$ cat src/point_in_polygon_winding_assert.svh
// Assertion macros for the point-in-polygon winding classifier.
`ifndef POINT_IN_POLYGON_WINDING_ASSERT_SVH
`define POINT_IN_POLYGON_WINDING_ASSERT_SVH

`ifndef SYNTHESIS

// Same-cycle implication, checked outside reset.
`define PIPW_ASSERT_IMPLY(label, clk, rst, ante, cons) \
  label: assert property (@(posedge clk) disable iff (rst) (ante) |-> (cons)) \
    else $error("pipw: same-cycle implication failed");

// Next-cycle implication, checked outside reset.
`define PIPW_ASSERT_NEXT(label, clk, rst, ante, cons) \
  label: assert property (@(posedge clk) disable iff (rst) (ante) |=> (cons)) \
    else $error("pipw: next-cycle implication failed");

`else

`define PIPW_ASSERT_IMPLY(label, clk, rst, ante, cons)
`define PIPW_ASSERT_NEXT(label, clk, rst, ante, cons)

`endif

`endif

$ cat src/pipw_pkg.sv
// Shared constants, codes and controller/datapath structs for the winding classifier.
package pipw_pkg;

  localparam int MAX_VERTS_DEF  = 256;
  localparam int COORD_BITS_DEF = 24;

  localparam int OP_W      = 2;
  localparam int AXIS_W    = 2;
  localparam int TOL_W     = 48;
  localparam int REL_W     = 2;
  localparam int CFG_IDX_W = 2;

  localparam logic [OP_W-1:0] OP_CLEAR  = 2'd0;
  localparam logic [OP_W-1:0] OP_APPEND = 2'd1;
  localparam logic [OP_W-1:0] OP_QUERY  = 2'd2;

  localparam logic [AXIS_W-1:0] AXIS_XY = 2'd0;
  localparam logic [AXIS_W-1:0] AXIS_XZ = 2'd1;
  localparam logic [AXIS_W-1:0] AXIS_YZ = 2'd2;

  localparam logic [CFG_IDX_W-1:0] CFG_AXIS = 2'd0;
  localparam logic [CFG_IDX_W-1:0] CFG_TOL  = 2'd1;

  localparam logic [REL_W-1:0] REL_OUT = 2'd0;
  localparam logic [REL_W-1:0] REL_IN  = 2'd1;
  localparam logic [REL_W-1:0] REL_ON  = 2'd2;

  localparam logic ST_DONE = 1'b0;
  localparam logic ST_FULL = 1'b1;

  localparam logic [TOL_W-1:0] TOL_RESET = 48'd1;

  typedef struct packed {
    logic load_item;
    logic do_clear;
    logic do_append;
    logic walk_init;
    logic walk_read;
    logic out_load;
  } dp_cmd_t;

  typedef struct packed {
    logic [OP_W-1:0] op;
    logic            is_empty;
    logic            box_hit;
    logic            walk_last;
    logic            out_free;
  } dp_stat_t;

endpackage

$ cat src/pipw_ctrl.sv
// Controller: sequences clear, append and query items over the datapath.
module pipw_ctrl (
  input  logic                clk,
  input  logic                rst,
  input  logic                in_valid,
  output logic                in_ready,
  input  pipw_pkg::dp_stat_t  stat,
  output pipw_pkg::dp_cmd_t   cmd
);
  import pipw_pkg::*;

  typedef enum logic [4:0] {
    S_IDLE   = 5'b00001,
    S_EXEC   = 5'b00010,
    S_WALK   = 5'b00100,
    S_DRAIN  = 5'b01000,
    S_FINISH = 5'b10000
  } state_t;

  // read, stage A, stage B and the accumulator update still in flight
  localparam logic [1:0] DRAIN_LAST = 2'd2;

  state_t     state, state_next;
  logic [1:0] drain_cnt;

  always_ff @(posedge clk) begin
    if (rst) begin
      state <= S_IDLE;
    end else begin
      state <= state_next;
    end
  end

  always_ff @(posedge clk) begin
    if (rst) begin
      drain_cnt <= '0;
    end else if (state == S_DRAIN) begin
      drain_cnt <= drain_cnt + 2'd1;
    end else begin
      drain_cnt <= '0;
    end
  end

  always_comb begin
    cmd        = '0;
    in_ready   = 1'b0;
    state_next = state;
    unique case (state)
      S_IDLE: begin
        in_ready = 1'b1;
        if (in_valid) begin
          cmd.load_item = 1'b1;
          state_next    = S_EXEC;
        end
      end
      S_EXEC: begin
        state_next = S_FINISH;
        case (stat.op)
          OP_CLEAR:  cmd.do_clear  = 1'b1;
          OP_APPEND: cmd.do_append = 1'b1;
          OP_QUERY: begin
            // empty polygon or box miss answers outside without a walk
            if (!stat.is_empty && stat.box_hit) begin
              cmd.walk_init = 1'b1;
              state_next    = S_WALK;
            end
          end
          default: ;
        endcase
      end
      S_WALK: begin
        cmd.walk_read = 1'b1;
        if (stat.walk_last) state_next = S_DRAIN;
      end
      S_DRAIN: begin
        if (drain_cnt == DRAIN_LAST) state_next = S_FINISH;
      end
      S_FINISH: begin
        // hold until the result register is free
        if (stat.out_free) begin
          cmd.out_load = 1'b1;
          state_next   = S_IDLE;
        end
      end
      default: state_next = S_IDLE;
    endcase
  end

endmodule

$ cat config.mk
export PLATFORM = sky130hd
export DESIGN_NAME = pipw_ctrl
export DESIGN_NICKNAME = d
export VERILOG_FILES = /design/src/point_in_polygon_winding_assert.svh /design/src/pipw_pkg.sv /design/src/pipw_ctrl.sv
export SDC_FILE = /design/constraint.sdc
export NUM_CORES = 1
export LEC_CHECK = 0
export BUFFER_PORTS_ARGS = -buffer_cell sky130_fd_sc_hd__buf_2
export CAP_MARGIN = 15
export CORE_AREA = 2 2 39 41
export DETAILED_ROUTE_END_ITERATION = 6
export DIE_AREA = 0 0 41 43
export PLACE_DENSITY_LB_ADDON = 0.15
export SLEW_MARGIN = 15
export SYNTH_ARGS = -nofsm -noshare
export SYNTH_HDL_FRONTEND = slang
export SYNTH_SLANG_ARGS = --single-unit
export TNS_END_PERCENT = 1
$ cat constraint.sdc
create_clock -name clk -period 1.36 [get_ports clk]
set_input_delay 0.204 -clock clk [delete_from_list [all_inputs] [get_ports clk]]
set_output_delay 0.204 -clock clk [all_outputs]
set_load 0.01 [all_outputs]
==> run metrics <==
EDFF count, synth 0; top-count cell post-synth dfxtp_1; setup_tns -0.2975 ns; Layout Cells excl Fill 94; first-pass GRT wire length 1.883 mm; hold_sp rst; Post-DP Area 558.0 µm²; Die Y 43 µm; Floorplan Core Area 1384 µm²; clock latency on the worst-skew pair 0.25 ns; floorplan row count 14; critical-path cell list buf_6 > nor2_4 > nand3_4 > nor3b_2 > buf_2; CP max-delay cell dfxtp_2; count of final hold-check violations 0; Main synth FF type dfxtp_1; critical path arrival 1.24 ns; largest stage delay on the critical path 0.34 ns; CP startpoint state[2]; Iter 0 DRT Violations 7; starting density of the core 0.3264; Pwr Density 997.3 nW/µm²; Die Wd 41 µm; Num CTS Buffers 3; crit path launch type flip-flop; CTS tree built; top cells by area, synth dfxtp_1 (31%), nor2_1 (5.0%), nor3_1 (4.4%); max-slew violation count 0; ys async rst share 0; post-DR wirelength/cell 11.73 µm; Final Util 0.5208; post-synth top area share 0.3102; Worst EP required 1.16 ns; Yosys Warn Count 0; # Max-Cap Violations 0; Min Hold Slack 0.1816 ns; RSZ-0062 raised after global routing yes; PortBufs 15; H-tree Lvls 1; Antenna Nets Post-Route 0; Initial DRT Pass Iterations 4; CP endpoint kind output pin; # IOs 16; # fillers 138; failing checks setup timing; Vias per Instance 5.191; minimum clock period 1.439 ns; die area 1763 µm²; clk sinks 7; Synth Register Bits 7; via count 488; cell taking the most area after synthesis dfxtp_1; Worst slew margin 0.7940; RR Startpoint state[0]; Post-Route WL 1.103 mm; layout cell share with drive strength beyond 1 0.6026; Mapped Area 451.7 µm²; Leakage 0.3117 nW; endpoints failing setup 5; clock slew at reported path FFs 0.05 ns; Layout Nets 89; PnR worst setup slack -0.07927 ns; Worst IR Drop VDD 0.5186 mV; Clock Path Buffers 2; Slew @ Worst Pin 0.3083 ns; syn nets 60; All-Layer GR Usage 0.1564; top cells by count, synth dfxtp_1 (7), nor2_1 (6), inv_1 (4), nor3_1 (4), nor3b_1 (2); status complete, but fails checks; sequential area share after synthesis 0.3102; Worst Setup Path Type flip-flop to output pin; achievable frequency 694.8 MHz; Placement Setup Slack 0.04253 ns; Distinct cells, synth 32; Syn Area/Cell 9.034 µm²; Antenna Cells 0; vias in the first global route 473; DP Cell Count 83; DRC errors left 0; Hold Crit Class input pin to flip-flop; largest net degree at the start of global routing 8; CTS root buffer clkbuf_4; Final Power 718.8 µW; Final Cycle Share 1.058; grt ovf 0; Max FO, Critical Path 4; Final Cell Area 720.7 µm²; Placer Congestion 0.7115; # hold bufs at CTS 0; P&R area growth vs syn 59.56%; initial antenna violation count 0; final setup skew 0.001278 ns; synthesized instance count 50
-- area by class of cell --
class | count | area (µm²) | share of cell area
multi-input combinational | 38 | 341.6 | 0.4740
sequential | 7 | 153.9 | 0.2135
clock buffer | 4 | 26.28 | 0.03646
tap | 16 | 20.02 | 0.02778
timing repair buffer | 25 | 163.9 | 0.2274
inverter | 4 | 15.01 | 0.02083
-- registers in the layout, indices dropped and copies added, names as in the netlist --
name and count:
drain_cnt 2, state 5
-- routing by layer --
metal / wire [µm] / global-route usage
met5: 0 / 0
met3: 39 / 0.03141
met4: 19 / 0.06000
met2: 576 / 0.2531
met1: 467 / 0.1928
-- worst max-delay path: cells and delay by family (launching register included) --
family / cells / cell delay (ns)
AND/OR/NAND/NOR: 3 / 0.37
flip-flops: 1 / 0.34
buffers and inverters: 2 / 0.27
-- where the power goes --
group | switching (mW) | internal (mW)
clock network | 0.0779 | 0.112
logic | 0.131 | 0.151
registers | 0.0250 | 0.222
-- worst paths after layout --
path                  endpoint  cells after the start  slack [ns]
setup reg to reg      state[0]                      4        0.01
hold reg to reg   drain_cnt[0]                      1        0.43
hold / removal        state[4]                      2        0.18
setup / recovery        cmd[3]                      5       -0.08
-- timing repair --
item / in CTS / in global routing
setup endpoints to repair: 7 / 10
pin swaps: 8 / 1
endpoints found under the hold margin: 0 / 0
buffers inserted: 7 / 0
gates cloned: 0 / 0
resized for setup: 18 / 4
-- kinds of logic (layout without fill, tap and decap cells) --
group | Yosys count | count (layout) | synth area share
buf+inv | 5 | 33 | 0.05816
compound gates | 9 | 9 | 0.1884
fa+ha+maj | 1 | 1 | 0.02770
simple gates | 27 | 27 | 0.3961
xor+xnor | 1 | 1 | 0.01939
flops | 7 | 7 | 0.3102
-- cell usage in the layout, fill, tap and decap left out, types with 2 or more instances in the layout --
| master | Yosys | routed |
|---|---|---|
| buf_2 | 0 | 14 |
| buf_4 | 0 | 8 |
| buf_6 | 1 | 3 |
| clkbuf_4 | 0 | 3 |
| dfxtp_1 | 7 | 2 |
| dfxtp_2 | 0 | 2 |
| dfxtp_4 | 0 | 3 |
| inv_1 | 4 | 4 |
| nor2_1 | 6 | 3 |
| nor2_2 | 1 | 2 |
| nor2_4 | 0 | 2 |
| nor3_1 | 4 | 3 |
| nor3_2 | 1 | 2 |
Power figures use the tool's default switching activity.
